[config.mk]
export PLATFORM = sky130hd
export DESIGN_NAME = eicm_ram
export DESIGN_NICKNAME = d
export VERILOG_FILES = /design/src/assert_macros.svh /design/src/eicm_ram.sv
export SDC_FILE = /design/constraint.sdc
export NUM_CORES = 1
export LEC_CHECK = 0
export BUFFER_PORTS_ARGS = -buffer_cell sky130_fd_sc_hd__buf_2
export CAP_MARGIN = 20
export CORE_ASPECT_RATIO = 1.5
export CORE_UTILIZATION = 50
export DETAILED_ROUTE_END_ITERATION = 10
export GPL_TIMING_DRIVEN = 0
export PLACE_DENSITY = 0.67
export SLEW_MARGIN = 20
export SYNTH_ARGS = -nofsm -noshare
export SYNTH_HDL_FRONTEND = slang
export SYNTH_SLANG_ARGS = --single-unit
[constraint.sdc]
create_clock -name i_clk -period 2.49 [get_ports i_clk]
set_clock_uncertainty 0.2 [all_clocks]
set_input_delay 0.1245 -clock i_clk [delete_from_list [all_inputs] [get_ports i_clk]]
set_output_delay 0.1245 -clock i_clk [all_outputs]
set_load 0.02 [all_outputs]
[src/assert_macros.svh]
// Assertion helpers included by the compaction map RTL.
// Every check is sampled on i_clk and is switched off while i_rst_n is low.
`ifndef ASSERT_MACROS_SVH
`define ASSERT_MACROS_SVH

// The consequent must hold in the same cycle as the antecedent.
`define ASSERT_IMPLIES(lbl, ante, cons, msg) \
    lbl: assert property (@(posedge i_clk) disable iff (!i_rst_n) (ante) |-> (cons)) \
        else $error(msg);

// The consequent must hold in the cycle after the antecedent.
`define ASSERT_NEXT(lbl, ante, cons, msg) \
    lbl: assert property (@(posedge i_clk) disable iff (!i_rst_n) (ante) |=> (cons)) \
        else $error(msg);

`endif

[src/eicm_ram.sv]
module eicm_ram #(
    parameter int WIDTH = 8,
    parameter int DEPTH = 16
) (
    input  logic                     i_clk,
    input  logic                     i_we,
    input  logic [$clog2(DEPTH)-1:0] i_waddr,
    input  logic [WIDTH-1:0]         i_wdata,
    input  logic [$clog2(DEPTH)-1:0] i_raddr,
    output logic [WIDTH-1:0]         o_rdata
);

    logic [WIDTH-1:0] r_mem [DEPTH];
    logic [WIDTH-1:0] r_rdata;

    // One write port and one registered read port.
    always_ff @(posedge i_clk) begin
        if (i_we) begin
            r_mem[i_waddr] <= i_wdata;
        end
        r_rdata <= r_mem[i_raddr];
    end

    assign o_rdata = r_rdata;

endmodule

After elaboration in Yosys (flattened, before gate mapping)
Memory sizes are Yosys's and may differ from the RTL's. A register that Yosys moved wholly into a read port is not among the register bits.
Index checks and enable logic that the tools add are counted.
{"block": "word_totals", "ramBits": 128, "register_bits": 0, "output_inout_bits": 8, "n_memories": 1}
{"block": "op_classes", "muxes": 2}
{"name": "r_mem", "words": 16, "width": 8, "rd": 1, "rd_clocked_by_memory_dff": 1, "wr": 1, "line_no": "eicm_ram.sv:13", "source": "logic [WIDTH-1:0] r_mem [DEPTH];"}
{"cell": "$mux W1", "count": 2}

Longest topological paths before layout
{"block": "depth", "word_depth": 2, "ltp_mapped": 5}

Worst setup path after synthesis
No wires, ideal clock.
{"block": "synth_timing", "kind": "input-to-reg", "from": "input i_waddr[2]", "to": "memory r_mem[0][0], enable pin", "stages": 2, "n_path_buf": 0, "setup_time_ns": 0.383, "path_slack_ns": 0.673, "arrival_ns": 1.234, "path_cell_list": "or3b_2 -> nor3_1"}
{"item": "start, declared", "line_no": "eicm_ram.sv:7", "source": "input logic [$clog2(DEPTH)-1:0] i_waddr,"}
{"item": "end, declared", "line_no": "eicm_ram.sv:13"}
Straight into the memory's write port.

==> results.txt <==
----------------------------------------------------
[Status]
  Run status ... finished, violations left
  Failing checks ... design-rule violations

[Drt]
  Average wire per cell in the routed design ... 23.9 um
  Vias per cell ... 5.98
  Final routed DRC violation total ... 4
  DR iter-0 viols ... 198
  Router iterations before antenna repair ... 8
  Detailed Route WL ... just under 10 mm
  Vias ... 2450
  Number of routed nets with antenna violations ... 0

[STA]
  Final setup violation count ... 0
  Transition time at the pin with the least slew margin ... 0.873 ns
  Max transition margin ... 41.6%
  Worst Setup Slack, final ... 0.859 ns
  RSZ-0062 raised after global routing ... no
  Final max-slew violation count ... 0
  Period utilisation layout ... 65.5%
  Aggregate negative setup slack ... 0 ns
  Time the worst path needs with I/O delays and setup ... 1.63 ns
  WHS ... 0.0480 ns
  Maximum operating frequency ... 613 MHz
  Hold Vio Cnt, Final ... 0

[Clock network]
  Number of buffers between clock root and the deepest sink ... 2
  Number of sinks driven by the clock tree ... 136
  TritonCTS clock tree ... done
  Clock root buffer master ... clkbuf_16
  TritonCTS buffer count ... 17
  Clock slew seen by the registers of the worst setup and hold paths ... 0.06 ns
  Max H-tree Level ... 4
  Clk Latency, worst-skew pair ... 0.42 ns

[Floorplanning]
  Die height ... around 130 um
  Number of standard-cell rows in the floorplan ... 45
  Width of the die ... 84.8 um
  Starting density of the core ... 51.1%
  Floorplan core area ... a little over 10000 um2
  Overall die area ... 10700 um2
  Top Ports ... 26

[Finish]
  Area taken by flip-flops and latches ... approximately 4000 um2
  Fill cell count ... 693
  Number of nets in the finished design ... 298
  Util after Layout ... 60.9%
  Top library cells by usage in the layout, fill and taps aside ... edfxtp_1, buf_2, mux4_2
  Synthesis-to-layout area growth ... 19.2%
  Share of layout cells above drive strength 1 ... 30.0%
  Area of combinational cells with multiple inputs ... between 1000 and 1500 um2
  Most common cell after layout, fill and taps aside ... edfxtp_1
  Antenna diode count ... 0

[Place]
  Global placer's final weighted congestion ... between 0.7 and 0.8
  Number of input and output port buffers inserted ... 24
  HPWL reported at the end of detailed placement ... 6.07 mm
  Post-Place Worst Slack ... 0.470 ns

[Setup path]
  Startpoint types ... register
  Depth of the worst register-to-register path ... 3
  Critical path class ... reg2reg
  Crit. End Element ... register
  Data arrival at the endpoint of the critical path ... 1.73 ns
  Critical-path maximum fanout ... 1
  Worst path required time ... approximately 2.6 ns

[Pwr]
  Power per unit of standard cell area ... 883 nW/um2
  Worst-case vdd ir drop ... 493 uV
  Cell leakage power ... 2.08 nW

[Yosys]
  Dominant combinational cell family by area after synthesis ... multiplexers
  XOR/XNOR Fraction of Synth Area ... 0%
  Area fraction in and, or, nand and nor cells after synthesis ... 3.18%
  Number of cells produced by synthesis ... 229
  Synthesized flop and latch total ... about 140
  Sequential area share after synthesis ... 77.8%
  Net Count, Synth ... 247
  Post-synth top area share ... 74.7%
  Number of distinct library cells after synthesis ... 19
  Area of the mapped netlist ... 5150 um2
  Post-Synth Adder-Cell Area ... 0%
  Mux cell area share after synthesis ... 15.0%
  Top area cells in the synthesized netlist ... edfxtp_1, mux4_2, mux4_1, dfxtp_1, a22oi_1
  Post-synthesis compound-gate area fraction ... 2.33%
  Mean post-synth cell area ... 22.5 um2
  Post-synth top area cell ... edfxtp_1
  Warnings from Yosys ... 0

[Min path]
  Hold Path Depth ... 2
  Classification of the worst-slack hold path ... in2reg

[GRT]
  Initial antenna violation count ... 0
  Total track usage ... around a fifth
  First-pass GRT wire length ... 14.6 mm
  Final global-route overflow total ... 0
  Number of global-route vias before repair ... between 2000 and 2500
  Largest net degree at the start of global routing ... 17

[Flow run]
  Max-capacitance violation count ... 0

----------------------------------------------------
==> registers in the layout, indices dropped and copies added (netlist names) <==
name / flops
o_rdata: 8
r_mem: 128
==> worst paths after layout <==
kind | from | slack (ns) | to
setup / recovery | r_mem[0][3]$_DFFE_PP_ | 0.86 | o_rdata[3]$_DFF_P_
hold / removal | i_waddr[1] | 0.05 | r_mem[0][7]$_DFFE_PP_
setup reg to reg | r_mem[0][3]$_DFFE_PP_ | 0.86 | o_rdata[3]$_DFF_P_
hold reg to reg | r_mem[14][3]$_DFFE_PP_ | 0.47 | o_rdata[3]$_DFF_P_
==> layer usage <==
layer  global-route usage, %  routed length (um)  vias to the layer above
met5                       0                   0                        -
met4                    10.4                 342                        0
met3                    4.85                 401                       26
met2                    33.8                5050                       85
met1                    24.9                4020                     1265
li1                        -                   -                     1074
==> through the flow <==
step | power, mW | cell area, um2 | cells
2_1_floorplan | 2.77 | 5150 | 229
3_3_place_gp | 2.87 | 5410 | 370
3_5_place_dp | 2.88 | 5430 | 370
4_1_cts | 5.43 | 6130 | 410
5_1_grt | 5.54 | 6130 | 410
6_report | 5.42 | 6130 | 410
==> layout make-up <==
cell class	instances	area share (%)
multi-input cells	83	17.6
plain buffers	10	1.41
flip-flops and latches	136	65.3
repair buffers	32	3.26
clock inverters	13	2.90
well taps	117	2.39
clock buffers	19	7.22
==> critical path, stage by stage, from the launching register on <==
cell and delay (ns):
edfxtp_1 0.37, mux4_1 0.55, a22oi_1 0.31, nand2_1 0.09
==> Yosys cell counts <==
library cell,n
nand2_1,9
nor2b_1,1
nand3_1,1
clkdlybuf4s25_2,3
nor2_1,13
mux4_2,18
nor3_1,4
and2b_1,1
and2_1,1
a22oi_1,16
buf_2,3
or3b_2,1
nand3b_1,2
buf_6,3
mux4_1,14
edfxtp_1,128
nand2b_1,2
dfxtp_1,8
buf_4,1
==> power by group <==
part / leakage (nW) / switching, mW / internal [mW]
clock network: 0.302 / 0.881 / 1.69
logic: 0.553 / 0.161 / 0.110
registers: 1.22 / 0.0122 / 2.56
total: 2.08 / 1.05 / 4.36
==> cells by family (layout without fill, tap and decap cells) <==
| kind of cell | count (synthesis) | after routing |
|---|---|---|
| flops | 136 | 136 |
| simple gates | 35 | 35 |
| mux | 32 | 32 |
| compound gates | 16 | 16 |
| buf+inv | 10 | 74 |
==> timing repair <==
item | 4_1_cts | 5_1_grt
hold endpoints to repair | 128 | 0
resized for setup | 0 | 0
hold buffers | 8 | 0
buffers inserted | 0 | 0
setup endpoints to repair | 0 | 0
Note: power is estimated with default switching activity, not from simulation.
