[src/assert_macros.svh]
// Assertion helpers included by the compaction map RTL.
// Every check is sampled on i_clk and is switched off while i_rst_n is low.
`ifndef ASSERT_MACROS_SVH
`define ASSERT_MACROS_SVH

// The consequent must hold in the same cycle as the antecedent.
`define ASSERT_IMPLIES(lbl, ante, cons, msg) \
    lbl: assert property (@(posedge i_clk) disable iff (!i_rst_n) (ante) |-> (cons)) \
        else $error(msg);

// The consequent must hold in the cycle after the antecedent.
`define ASSERT_NEXT(lbl, ante, cons, msg) \
    lbl: assert property (@(posedge i_clk) disable iff (!i_rst_n) (ante) |=> (cons)) \
        else $error(msg);

`endif

[src/eicm_pkg.sv]
package eicm_pkg;

    // Field widths of the request, response and configuration channels.
    localparam int GIDX_W    = 32;
    localparam int OP_W      = 2;
    localparam int OUT_W     = 11;
    localparam int STAT_W    = 2;
    localparam int CFG_W     = 32;
    localparam int CFG_IDX_W = 1;

    // Register indexes of the configuration port.
    localparam logic [CFG_IDX_W-1:0] REG_RANGE_START = 1'b0;
    localparam logic [CFG_IDX_W-1:0] REG_RANGE_END   = 1'b1;

    // Value returned for an excluded, outside or unbuilt index (-1 in 11 bits).
    localparam logic [OUT_W-1:0] NEG_ONE = '1;

    typedef enum logic [OP_W-1:0] {
        OP_CLEAR  = 2'd0,
        OP_MARK   = 2'd1,
        OP_BUILD  = 2'd2,
        OP_LOOKUP = 2'd3
    } t_opcode;

    typedef enum logic [STAT_W-1:0] {
        STAT_OK        = 2'd0,
        STAT_OUTSIDE   = 2'd1,
        STAT_CAPACITY  = 2'd2,
        STAT_NOT_BUILT = 2'd3
    } t_status;

    typedef enum logic [1:0] {
        ST_CLEAR,
        ST_IDLE,
        ST_LOOK,
        ST_BUILD
    } t_state;

    // Range checks on the request index and on the configured range.
    typedef struct packed {
        logic in_range;
        logic in_cap;
        logic too_long;
    } t_range_chk;

endpackage

[src/eicm_cfg.sv]
module eicm_cfg #(
    parameter int MAP_DEPTH = 1024
) (
    input  logic                               i_clk,
    input  logic                               i_rst_n,
    input  logic                               i_cfg_we,
    input  logic [eicm_pkg::CFG_IDX_W-1:0]     i_cfg_idx,
    input  logic [eicm_pkg::CFG_W-1:0]         i_cfg_wdata,
    input  logic [eicm_pkg::GIDX_W-1:0]        i_global_index,
    output eicm_pkg::t_range_chk               o_chk,
    output logic [$clog2(MAP_DEPTH)-1:0]       o_off,
    output logic [$clog2(MAP_DEPTH):0]         o_len
);

    import eicm_pkg::*;

    localparam int AW = $clog2(MAP_DEPTH);

    logic [GIDX_W-1:0] r_start;
    logic [GIDX_W-1:0] r_end;
    logic [GIDX_W-1:0] w_off;
    logic [GIDX_W-1:0] w_long;

    // Range registers; the user must write them only while the block is idle, which the block does not enforce.
    always_ff @(posedge i_clk) begin
        if (!i_rst_n) begin
            r_start <= '0;
            r_end   <= '0;
        end else if (i_cfg_we) begin
            case (i_cfg_idx)
                REG_RANGE_START: r_start <= i_cfg_wdata;
                REG_RANGE_END:   r_end   <= i_cfg_wdata;
                default: ;
            endcase
        end
    end

    // An empty or inverted range has length zero.
    assign w_long = (r_end > r_start) ? (r_end - r_start) : '0;
    assign w_off  = i_global_index - r_start;

    assign o_chk.in_range = (i_global_index >= r_start) && (i_global_index < r_end);
    assign o_chk.in_cap   = (w_off < GIDX_W'(MAP_DEPTH));
    assign o_chk.too_long = (w_long > GIDX_W'(MAP_DEPTH));
    assign o_off          = w_off[AW-1:0];
    assign o_len          = w_long[AW:0];

endmodule

[config.mk]
export PLATFORM = sky130hd
export DESIGN_NAME = eicm_cfg
export DESIGN_NICKNAME = d
export VERILOG_FILES = /design/src/assert_macros.svh /design/src/eicm_pkg.sv /design/src/eicm_cfg.sv
export SDC_FILE = /design/constraint.sdc
export NUM_CORES = 1
export LEC_CHECK = 0
export BUFFER_PORTS_ARGS = -buffer_cell sky130_fd_sc_hd__buf_4
export CAP_MARGIN = 30
export CORE_AREA = 5 5 113 115
export DETAILED_ROUTE_END_ITERATION = 10
export DIE_AREA = 0 0 118 120
export PLACE_DENSITY_LB_ADDON = 0.08
export SETUP_SLACK_MARGIN = 0.15
export SKIP_LAST_GASP = 1
export SLEW_MARGIN = 20
export SYNTH_ARGS = -nofsm -noshare
export SYNTH_HDL_FRONTEND = slang
export SYNTH_SLANG_ARGS = --single-unit
[constraint.sdc]
create_clock -name i_clk -period 8.3 [get_ports i_clk]
set_clock_uncertainty 0.2 [all_clocks]
set_input_delay 0.83 -clock i_clk [delete_from_list [all_inputs] [get_ports i_clk]]
set_output_delay 0.83 -clock i_clk [all_outputs]
set_load 0.01 [all_outputs]
---- After elaboration in Yosys (flattened, before gate mapping) ----
Index checks and enable logic that the tools add are counted.
storage, ports and cells
  bits in latches ......................... 0
  output and inout bits ................... 24
  bits in read-only memories .............. 0
  memory bits (writable) .................. 0
  flip-flop bits (word level) ............. 64
  memories ................................ 0
cells by class
  shifts and indexed selects .............. 0
  equality and inequality tests ........... 0
  bitwise logic cells ..................... 1
  muxes and demuxes ....................... 1
  multipliers ............................. 0
  reductions and logical operators ........ 3
  divide/modulo/power cells ............... 0
  magnitude comparators ................... 5
  $add $sub $neg .......................... 2
operators by type and width
  operator                                                                         count
  32-bit subtractor                                                                2
  32-bit greater-or-equal comparator                                               1
  32-bit by 11-bit > comparator with 1-bit output (second input constant)          1
  32-bit > comparator                                                              1
  32-bit by 11-bit less-than comparator with 1-bit output (second input constant)  1
  32-bit less-than comparator                                                      1
  32-bit 2-to-1 mux                                                                1
  2-bit AND reduction                                                              2
  1-bit logical AND                                                                1
  1-bit inverter                                                                   1

---- Depth between registers and ports, before layout ----
Gate-level depths: netlist of the first run.
  word-level depth ........................ 3
  mapped depth ............................ 13

---- Least setup slack after synthesis of the first run ----
Ideal clock, no wire load.
  kind .................................... in2out
  start ................................... input port i_global_index[0] in the netlist's numbering
  end ..................................... output port o_chk[1] in the netlist's numbering
  setup slack ............................. 3.759 ns
  stages on the path ...................... 12
  data required time ...................... 7.270 ns
  arrival time ............................ 3.511 ns
  path through ............................ inv_1 > ha_1 > fa_1 > nor2b_1 > o211ai_1 > a211oi_2 > nor2_1 > a32o_1 > nor4_2 > nand4_1 > or4_1 > and4b_1
RTL lines
  what                RTL line        RTL
  start: declaration  eicm_cfg.sv:9   input logic [eicm_pkg::GIDX_W-1:0] i_global_index,
  end: declaration    eicm_cfg.sv:10  output eicm_pkg::t_range_chk o_chk,

==> metrics.cfg, run 1 <==
[run_status]
status=finished clean

[setup_path]
worstSetupPathDepth=14
critPathMaxStageDelay_ps=460
cp_num_buf_inv=3
worst_path_max_delay_cell=or4_1
path_cells=buf_4 > inv_1 > ha_1 > fa_1 > nor2b_1 > o211ai_1 > a211oi_2 > o21bai_1 > a211oi_1 > o21ai_0 > mux2i_1 > or4_1 > and4b_1 > buf_4
path_max_fanout=5
r2r_end=r_end[29]$_SDFFE_PN0P_
crit_path_frequent_cell=buf_4
rr_worst_depth=2
crit_type=in2out
crit_end=o_chk[1]
reg2reg_from=r_end[29]$_SDFFE_PN0P_
cp-startpoint=i_global_index[0]
end_kind=primary output
path_delay_family=compound AO/OA/AOI/OAI gates
cp-start-kind=primary input
reg2reg_slack_ps=7330
crit_required_ps=7270
cp.arrival_ps=4010

[placement]
dpl.hpwl_mm=18.66
placed_cell_area_mm2=0.008103
gp_congestion=1.017
place_inst=1228
numPortBuffers=91
dp_slack_ps=3318

[power_and_ir_drop]
p_comb_share_pct=44.0
clkPwrFrac_pct=30.9
p_total_mw=1.328
power_density_mw_per_mm2=157.7
p_int_mw=0.8368
peakVddDrop_uv=159.8
p_leak_nw=3.551
swShare_pct=37.01
p_switching_mw=0.4916
seq_power_share_pct=25.1

[layout]
layout.cells.non_filler=1244
layout_commonest_cell=nand2_1
drive_gt1_share_pct=11.76
fin_nets=1257
final_util_pct=71.94
layout_common_cells=nand2_1, ha_1, buf_4
diodes=0
syn_to_final_growth_pct=14.14
n_fill_cell=1031
design_area_mm2=0.008426

[run]
cap_viol_max_count=0

[synthesis]
synth_edf_count=0
syn-cell-area_mm2=0.007382
yosysSeqAreaShare_pct=17.36
syn_inst=1030
synth_flop_cell=dfxtp_1
async_flop_share_pct=0
yosys_warnings=0
netlist-cell-type-count=70
yosys_register_bits=64
synth_nets=1195
postSynthAreaPerCell_um2=7.167

[die]
core_area_mm2=0.01171
fp-row-count=40
die_y_um=120
fp.dieW_um=118
pin_count=92
initial_utilization_pct=63.03
dieArea_mm2=0.01416

[routing]
final_antenna_net_count=0
drt_first_pass_iters=5
vias_per_cell=6.242
drcViolationCount=0
wirelength_mm=22.98
wl_per_cell_um=18.47
drt_iter0_drc=858
vias=7765

[sta]
grt_setup_unrepaired=no
timing.setup.tns_ps=0
maxSlewViolCount=0
finalSetupViolCount=0
worstMarginPinSlew_ps=747.6
hold_viol=0
clock.fmax_ghz=0.1983
fin_ws_ps=3258
relSlewSlack_pct=49.51
period_share_pct=60.75
post-route-min-period_ps=5042
hold_slack_ps=265.2

[clock_tree]
cts_resized=0
clk_path_buf_depth=2
clk_pin_slew_ps=50
postCtsHoldBufs=0
ctsHtreeMaxLevel=3
cts_tree=done
numCtsBuffers=9
clk_latency_ps=340
cts_root_buf=clkbuf_16
cts.sinks=64
cts_setup_buffers=0

[grt]
grt_pass1_wl_mm=36.38
grt_pass1_vias=7133
grt_usage_pct=31.43
use_met1_pct=43.49
use_met2_pct=50.39
grt.overflow.total=0
top_usage_layer=met2
met3_usage_pct=5.514
grt_max_degree=65
antenna_found_initial=0

[worst_hold_path]
min_path_cells=2
hold_path.class=reg2reg

## state kept, by name (all words and copies together) (netlist names)
register / cells
r_start: 32
r_end: 32
## how the worst min path moves through the flow
stage / slack (ps) / from / end
after floorplan: 240 / r_start[10]$_SDFFE_PN0P_ / r_start[10]$_SDFFE_PN0P_
after global placement: 250 / r_start[23]$_SDFFE_PN0P_ / r_start[23]$_SDFFE_PN0P_
after detailed placement: 260 / r_start[28]$_SDFFE_PN0P_ / r_start[28]$_SDFFE_PN0P_
after CTS: 260 / r_start[28]$_SDFFE_PN0P_ / r_start[28]$_SDFFE_PN0P_
after global routing: 280 / r_start[25]$_SDFFE_PN0P_ / r_start[25]$_SDFFE_PN0P_
final: 270 / r_start[23]$_SDFFE_PN0P_ / r_start[23]$_SDFFE_PN0P_
## power groups by stage
stage	clock network [mW]	registers, mW	logic (mW)
6_report	0.410	0.334	0.584
2_1_floorplan	0	0.335	0.398
4_1_cts	0.414	0.333	0.570
5_1_grt	0.430	0.335	0.637
3_3_place_gp	0	0.339	0.563
3_5_place_dp	0	0.340	0.566
## cells in the mapped netlist (6+ instances only)
cell      count  area [µm²]
o21bai_1      7       52.55
nor2b_1      15       93.84
a211oi_1      8       60.06
nand2b_1      8       50.05
ha_1         95        1189
o211ai_1      8       60.06
inv_1        85       319.1
o21ai_0      46       230.2
and2_1        9       56.30
nand3_1      18       90.09
and3_1       12       75.07
nor4_1        7       43.79
and4_1        7       61.31
a21boi_0     66       495.5
nand4_1      23       143.9
o221ai_1      8       70.07
xor2_1        8       70.07
a21o_1       26       195.2
nor3_1       14       70.07
xnor2_1      29       254.0
or3_1         6       37.54
mux2i_1       8       80.08
a21oi_1      79       395.4
clkbuf_1     38       142.6
nand2_1     185       694.4
o21a_1       12       90.09
dfxtp_1      64        1281
nor2_1       54       202.7
## layer usage
metal	vias up	routed length (µm)	share of wire (%)
li1	3814	-	-
met1	3598	10440	45
met2	313	10250	45
met3	40	1758	7.7
met4	0	523	2.3
met5	-	0	0
## tightest hold or removal path, cell delays in order, from the launching register on
cell      delay [ps]
dfxtp_1          300
nand2_1           50
a21boi_0          60
## layout make-up
cell class	instances	area [µm²]	share of cell area (%)
Tap cell	147	183.9	2.183
Inverter	85	319.1	3.787
Clock buffer	11	242.7	2.881
Clock inverter	5	80.08	0.9504
Timing Repair Buffer	95	713.2	8.465
Multi-Input combinational cell	837	5605	66.53
Sequential cell	64	1281	15.21
## cells by family (layout without fill, tap and decap cells)
group / count (synthesis) / in the layout / synth area share (%)
flip-flops: 64 / 64 / 17.36
adder cells (fa/ha/maj): 97 / 97 / 16.64
multiplexers: 9 / 9 / 1.237
AND/OR/NAND/NOR: 377 / 377 / 24.00
AO/OA/AOI/OAI: 317 / 317 / 29.63
buffers and inverters: 129 / 196 / 6.746
XOR/XNOR: 37 / 37 / 4.390
Power figures use the tool's default switching activity.
==> run 2, diff against run 1 <==
--- a/config.mk
+++ b/config.mk
@@ -7,9 +7,9 @@
 export LEC_CHECK = 0
 export BUFFER_PORTS_ARGS = -buffer_cell sky130_fd_sc_hd__buf_4
 export CAP_MARGIN = 30
-export CORE_AREA = 5 5 113 115
+export CORE_AREA = 5 5 117 119
 export DETAILED_ROUTE_END_ITERATION = 10
-export DIE_AREA = 0 0 118 120
+export DIE_AREA = 0 0 122 124
 export PLACE_DENSITY_LB_ADDON = 0.08
 export SETUP_SLACK_MARGIN = 0.15
 export SKIP_LAST_GASP = 1
==> constraint.sdc (replaced) <==
create_clock -name i_clk -period 5.25 [get_ports i_clk]
set_clock_uncertainty 0.2 [all_clocks]
set_input_delay 0.525 -clock i_clk [delete_from_list [all_inputs] [get_ports i_clk]]
set_output_delay 0.525 -clock i_clk [all_outputs]
set_load 0.01 [all_outputs]
==> metrics.cfg, run 2 (synthesized netlist as in run 1, its figures left out) <==
[run_status]
status=finished clean

[grt]
grt_max_degree=65  ; unchanged
grt_pass1_vias=6949  ; -2.6%
grt_usage_pct=30.41  ; -1.0 points
grt_pass1_wl_mm=36.27  ; -0.30%
grt.overflow.total=0  ; unchanged
antenna_found_initial=0  ; unchanged

[routing]
vias=7828  ; +0.81%
wl_per_cell_um=18.29  ; -0.98%
drcViolationCount=0  ; unchanged
vias_per_cell=6.174  ; -1.1%
final_antenna_net_count=0  ; unchanged
wirelength_mm=23.19  ; +0.93%
drt_first_pass_iters=5  ; unchanged
drt_iter0_drc=1045  ; +22%

[clock_tree]
cts.sinks=64  ; unchanged
cts_tree=done
postCtsHoldBufs=0  ; unchanged
cts_root_buf=clkbuf_16
cts_resized=0  ; unchanged
clk_latency_ps=330  ; about the same
clk_path_buf_depth=2  ; unchanged
clk_pin_slew_ps=60  ; about the same
cts_setup_buffers=0  ; unchanged
ctsHtreeMaxLevel=3  ; unchanged
numCtsBuffers=9  ; unchanged

[die]
fp.dieW_um=122  ; +3.4%
fp-row-count=41  ; +2.5%
pin_count=92  ; unchanged
core_area_mm2=0.01247  ; +6.4%
dieArea_mm2=0.01513  ; +6.8%
initial_utilization_pct=59.22  ; -3.8 points
die_y_um=124  ; +3.3%

[layout]
drive_gt1_share_pct=11.77  ; about the same
seqCellArea_mm2=0.001281  ; unchanged
layout_commonest_cell=nand2_1
multi_input_area_mm2=0.005605  ; unchanged
design_area_mm2=0.008454  ; +0.34%
fin_nets=1257  ; unchanged
diodes=0  ; unchanged
reg_top3=r_end: 32 flops, r_start: 32 flops
n_fill_cell=1169  ; +13%
syn_to_final_growth_pct=14.53
layout_common_cells=nand2_1, ha_1, buf_4

[power_and_ir_drop]
peakVddDrop_uv=217.9  ; +36%
power_density_mw_per_mm2=248.4  ; +58%
p_leak_nw=3.553  ; about the same

[setup_path]
critPathMaxStageDelay_ps=440  ; -20 ps
crit_type=reg2out
end_kind=primary output
path_max_fanout=5  ; unchanged
rr_worst_depth=2  ; unchanged
cp-start-kind=register
crit_required_ps=4530  ; -2740 ps
path_cells=ha_1 > inv_1 > fa_1 > a21oi_1 > o21bai_1 > a21oi_1 > o221ai_1 > a21oi_1 > mux2_2 > a311oi_1 > and4b_1 > a31oi_1 > buf_4
reg2reg_from=r_end[19]$_SDFFE_PN0P_
cp-startpoint=r_start[0]$_SDFFE_PN0P_
worst_path_max_delay_cell=a21oi_1
crit_path_frequent_cell=a21oi_1
cp.arrival_ps=3870  ; -140 ps

[sta]
worstMarginPinSlew_ps=819.3  ; +71.69 ps
relSlewSlack_pct=44.66  ; -4.8 points
hold_viol=0  ; unchanged
grt_setup_unrepaired=no
maxSlewViolCount=0  ; unchanged
timing.setup.tns_ps=0  ; unchanged
finalSetupViolCount=0  ; unchanged
clock.fmax_ghz=0.2174
post-route-min-period_ps=4599
period_share_pct=87.60

[worst_hold_path]
min_path_cells=3  ; +1
hold_path.class=in2reg
min_from=i_cfg_wdata[0]

[run]
cap_viol_max_count=0  ; unchanged

[placement]
gp_congestion=0.9963  ; -2.0%
numPortBuffers=91  ; unchanged
placed_cell_area_mm2=0.008134  ; +0.39%
dpl.hpwl_mm=18.53  ; -0.66%

## run 2: worst paths after layout
| check | end | slack [ps] |
|---|---|---|
| max | o_chk[0] | 650 |
| min | r_end[0]$_SDFFE_PN0P_ | 250 |
| max reg2reg | r_end[19]$_SDFFE_PN0P_ | 4310 |
| min reg2reg | r_start[5]$_SDFFE_PN0P_ | 260 |
## run 2: per-stage QoR
step / setup slack (ps) / std cells / hold WS (ps) / utilization (%) / power [mW]
floorplan: 1319 / 1030 / 243.5 / - / 1.158
finish: 650.8 / 1268 / 254.2 / 67.82 / 2.100
global placement: 937.3 / 1253 / 250.5 / 65.25 / 1.432
global route: 515.2 / 1268 / 246.8 / 67.82 / 2.219
detailed placement: 887.6 / 1253 / 257.1 / 65.25 / 1.432
CTS: 767.8 / 1268 / 250.0 / 67.82 / 2.081
## run 2: area by class of cell
class,count,area share [%]
Sequential cell,64,15.15
Clock inverter,5,0.9620
Tap cell,172,2.546
Timing Repair Buffer,95,8.436
Multi-Input combinational cell,837,66.30
Inverter,85,3.774
Clock buffer,10,2.827
## run 2: power breakdown
| part | internal, mW | leakage [nW] | switching, mW | total, mW |
|---|---|---|---|---|
| registers | 0.509 | 0.523 | 0.0188 | 0.528 |
| logic | 0.386 | 2.88 | 0.537 | 0.923 |
| clock network | 0.425 | 0.155 | 0.224 | 0.649 |
## run 2: critical path, delay by kind of cell, from the launching register on
family,cells,cell delay [ps]
AOI/OAI and AO/OA,7,1690
adders and majority gates,2,590
muxes,1,390
DFF,1,380
and+or+nand+nor,1,250
buffers and inverters,2,230
## run 2: metal layers
metal / track usage [%] / share of wire, % / wire length, µm
met1: 44.12 / 45 / 10480
met2: 47.00 / 44 / 10120
met3: 4.314 / 8.9 / 2059
met4: 8.613 / 2.3 / 534
met5: 0 / 0 / 0
==> run 3, diff against run 2 <==
--- a/config.mk
+++ b/config.mk
@@ -5,11 +5,12 @@
 export SDC_FILE = /design/constraint.sdc
 export NUM_CORES = 1
 export LEC_CHECK = 0
+export ABC_AREA = 1
 export BUFFER_PORTS_ARGS = -buffer_cell sky130_fd_sc_hd__buf_4
 export CAP_MARGIN = 30
-export CORE_AREA = 5 5 117 119
+export CORE_AREA = 5 5 121 123
 export DETAILED_ROUTE_END_ITERATION = 10
-export DIE_AREA = 0 0 122 124
+export DIE_AREA = 0 0 126 128
 export PLACE_DENSITY_LB_ADDON = 0.08
 export SETUP_SLACK_MARGIN = 0.15
 export SKIP_LAST_GASP = 1
==> metrics.cfg, run 3 <==
[worst_hold_path]
whs_endpoint=r_start[0]$_SDFFE_PN0P_
min_path_cells=3  ; unchanged
min_from=i_cfg_wdata[0]
hold_path.class=in2reg

[setup_path]
crit_path_frequent_cell=nand2_1
worst_path_max_delay_cell=fa_1
cp.arrival_ps=2940  ; -930 ps
crit_required_ps=4530  ; about the same
reg2reg_slack_ps=4290  ; -20 ps
path_cells=inv_1 > ha_1 > inv_1 > fa_1 > nand2_1 > nand3_1 > nand3_2 > nand2_2 > nand2_2 > nand2_2 > nand2_2 > nand2_4 > nand2_1 > nor2_1 > nor2_1 > nand2_1 > nand2_1 > nand2_1 > buf_4
rr_worst_depth=2  ; unchanged
reg2reg_from=r_start[31]$_SDFFE_PN0P_
end_kind=primary output
path_max_fanout=11  ; +6
critPathMaxStageDelay_ps=440  ; about the same
cp_num_buf_inv=3  ; +1
crit_type=reg2out
cp-start-kind=register
path_delay_family=simple AND/OR/NAND/NOR gates
r2r_end=r_start[31]$_SDFFE_PN0P_

[layout]
syn_to_final_growth_pct=14.80
fin_nets=1671  ; +33%
n_fill_cell=1350  ; +15%
layout_common_cells=nand2_1, inv_1, nor2_1
diodes=0  ; unchanged
drive_gt1_share_pct=8.934  ; -2.8 points
reg_top3=r_end: 32 flops, r_start: 32 flops
layout_commonest_cell=nand2_1

[grt]
grt.overflow.total=0  ; unchanged
grt_pass1_wl_mm=40.70  ; +12%
grt_usage_pct=30.95  ; +0.54 points
grt_pass1_vias=8491  ; +22%
grt_max_degree=65  ; unchanged
antenna_found_initial=0  ; unchanged

[synthesis]
synth_top_area_cell=nand2_1
yosysSeqAreaShare_pct=16.04  ; -1.3 points
yosys_warnings=0  ; unchanged
syn_inst=1422  ; +38%
synth_edf_count=0  ; unchanged
ys_top_cells_by_area=nand2_1, dfxtp_1, ha_1, inv_1, a21oi_1
postSynthAreaPerCell_um2=5.617  ; -22%
synth_flop_cell=dfxtp_1
netlist_top_cells_count=nand2_1, inv_1, nor2_1, a21oi_1, ha_1
yosys_register_bits=64  ; unchanged
netlist-cell-type-count=38  ; -46%
async_flop_share_pct=0  ; unchanged
synth_top_area_share_pct=21.01  ; +3.6 points
synth_nets=1587  ; +33%
syn-cell-area_mm2=0.007988  ; +8.2%
synth_most_common_cell=nand2_1

[clock_tree]
clk_latency_ps=320  ; about the same
clk_path_buf_depth=2  ; unchanged
cts_root_buf=clkbuf_16
clk_pin_slew_ps=60  ; about the same
numCtsBuffers=9  ; unchanged
postCtsHoldBufs=0  ; unchanged
ctsHtreeMaxLevel=3  ; unchanged
cts.sinks=64  ; unchanged
cts_tree=done
cts_resized=0  ; unchanged
cts_setup_buffers=0  ; unchanged

[power_and_ir_drop]
p_leak_nw=5.012  ; +41%
power_density_mw_per_mm2=260.5  ; +4.9%
p_switching_mw=1.007  ; +29%
peakVddDrop_uv=139.6  ; -36%
p_comb_share_pct=50.4  ; +6.4 points
clkPwrFrac_pct=27.2  ; -3.7 points
p_int_mw=1.382  ; +4.6%
seq_power_share_pct=22.4  ; -2.7 points
p_total_mw=2.389  ; +14%
swShare_pct=42.17  ; +5.1 points

[die]
die_y_um=128  ; +3.2%
dieArea_mm2=0.01613  ; +6.6%
fp-row-count=43  ; +4.9%
initial_utilization_pct=58.91  ; -0.30 points
pin_count=92  ; unchanged
fp.dieW_um=126  ; +3.3%
core_area_mm2=0.01356  ; +8.8%

[routing]
drt_first_pass_iters=6  ; +1
final_antenna_net_count=0  ; unchanged
wl_per_cell_um=14.95  ; -18%
vias=9200  ; +18%
wirelength_mm=25.28  ; +9.0%
drcViolationCount=0  ; unchanged
vias_per_cell=5.441  ; -12%
drt_iter0_drc=860  ; -18%

[sta]
post-route-min-period_ps=3670  ; -929.5 ps
clock.fmax_ghz=0.2725  ; +25%
fin_ws_ps=1580  ; +929.5 ps
finalSetupViolCount=0  ; unchanged
timing.setup.tns_ps=0  ; unchanged
period_share_pct=69.90  ; -18 points
hold_viol=0  ; unchanged
grt_setup_unrepaired=no
relSlewSlack_pct=61.08  ; +16 points
maxSlewViolCount=0  ; unchanged
worstMarginPinSlew_ps=583.7  ; -235.6 ps

[run_status]
status=finished clean

[placement]
gp_congestion=0.9471  ; -4.9%
numPortBuffers=91  ; unchanged
dpl.hpwl_mm=21.21  ; +14%
dp_slack_ps=1874  ; +986.4 ps

[run]
cap_viol_max_count=0  ; unchanged

[run 3: cell count changes after synthesis, moves of 12 or more]
cell / before / now
a21boi_0: 66 / 0
a21o_1: 26 / 4
a21oi_1: 79 / 129
clkbuf_1: 38 / 19
inv_1: 85 / 264
nand2_1: 185 / 447
nand2_2: 0 / 12
nand3_1: 18 / 67
nand3b_1: 4 / 18
nor2_1: 54 / 131
nor2b_1: 15 / 0
o21a_1: 12 / 0
o21ai_0: 46 / 91
xnor2_1: 29 / 1
[run 3: layout make-up]
class / count / area, µm² / area share, %
Tap cell: 180 / 225.2 / 2.456
Clock buffer: 11 / 242.7 / 2.647
Multi-Input combinational cell: 1071 / 5628 / 61.37
Clock inverter: 5 / 80.08 / 0.8732
Sequential cell: 64 / 1281 / 13.97
Inverter: 267 / 1002 / 10.93
Timing Repair Buffer: 93 / 710.7 / 7.750
[run 3: how the worst max path moves through the flow]
stage,startpoint,endpoint,cells after the start
after floorplan,i_global_index[0],o_chk[1],18
after global placement,i_global_index[0],o_chk[1],20
after detailed placement,i_global_index[0],o_chk[1],20
after CTS,r_end[0]$_SDFFE_PN0P_,o_chk[0],19
after global routing,r_end[0]$_SDFFE_PN0P_,o_chk[0],19
final,r_end[0]$_SDFFE_PN0P_,o_chk[0],19
[run 3: metal layers]
metal | vias to the layer above | part of all wire [%] | track usage, %
li1 | 4693 | - | -
met1 | 4103 | 43 | 39.52
met2 | 340 | 47 | 54.37
met3 | 64 | 6.7 | 3.667
met4 | 0 | 3.1 | 10.22
met5 | - | 0 | 0
[run 3: power groups by stage]
stage | combinational [mW] | clock (mW) | sequential, mW
final | 1.20 | 0.650 | 0.535
after global routing | 1.36 | 0.672 | 0.537
after CTS | 1.19 | 0.652 | 0.534
after detailed placement | 1.18 | 0 | 0.543
after global placement | 1.17 | 0 | 0.542
after floorplan | 0.838 | 0 | 0.539
[run 3: cell families (layout without fill, tap and decap cells)]
group                      Yosys count  count (layout)  synth area share [%]
AOI/OAI and AO/OA                  238             238                 15.55
xor gates and xnor gates            13              13                 1.425
adders and majority gates           97              97                 15.38
buffers and inverters              287             376                 13.53
DFF                                 64              64                 16.04
and+or+nand+nor                    723             723                 38.06
[run 3: per-stage QoR]
step	hold slack [ps]	instances	utilization, %	area, µm²
after floorplan	247.8	1422	-	7988
after global placement	277.4	1674	65.11	8827
after detailed placement	282.2	1674	65.11	8827
after CTS	223.3	1690	67.49	9150
after global routing	240.5	1691	67.64	9170
final	229.6	1691	67.64	9170
[run 3: worst min-delay path: stages]
cell	delay (ps)
buf_4	80
nor2_1	30
nor2_1	80
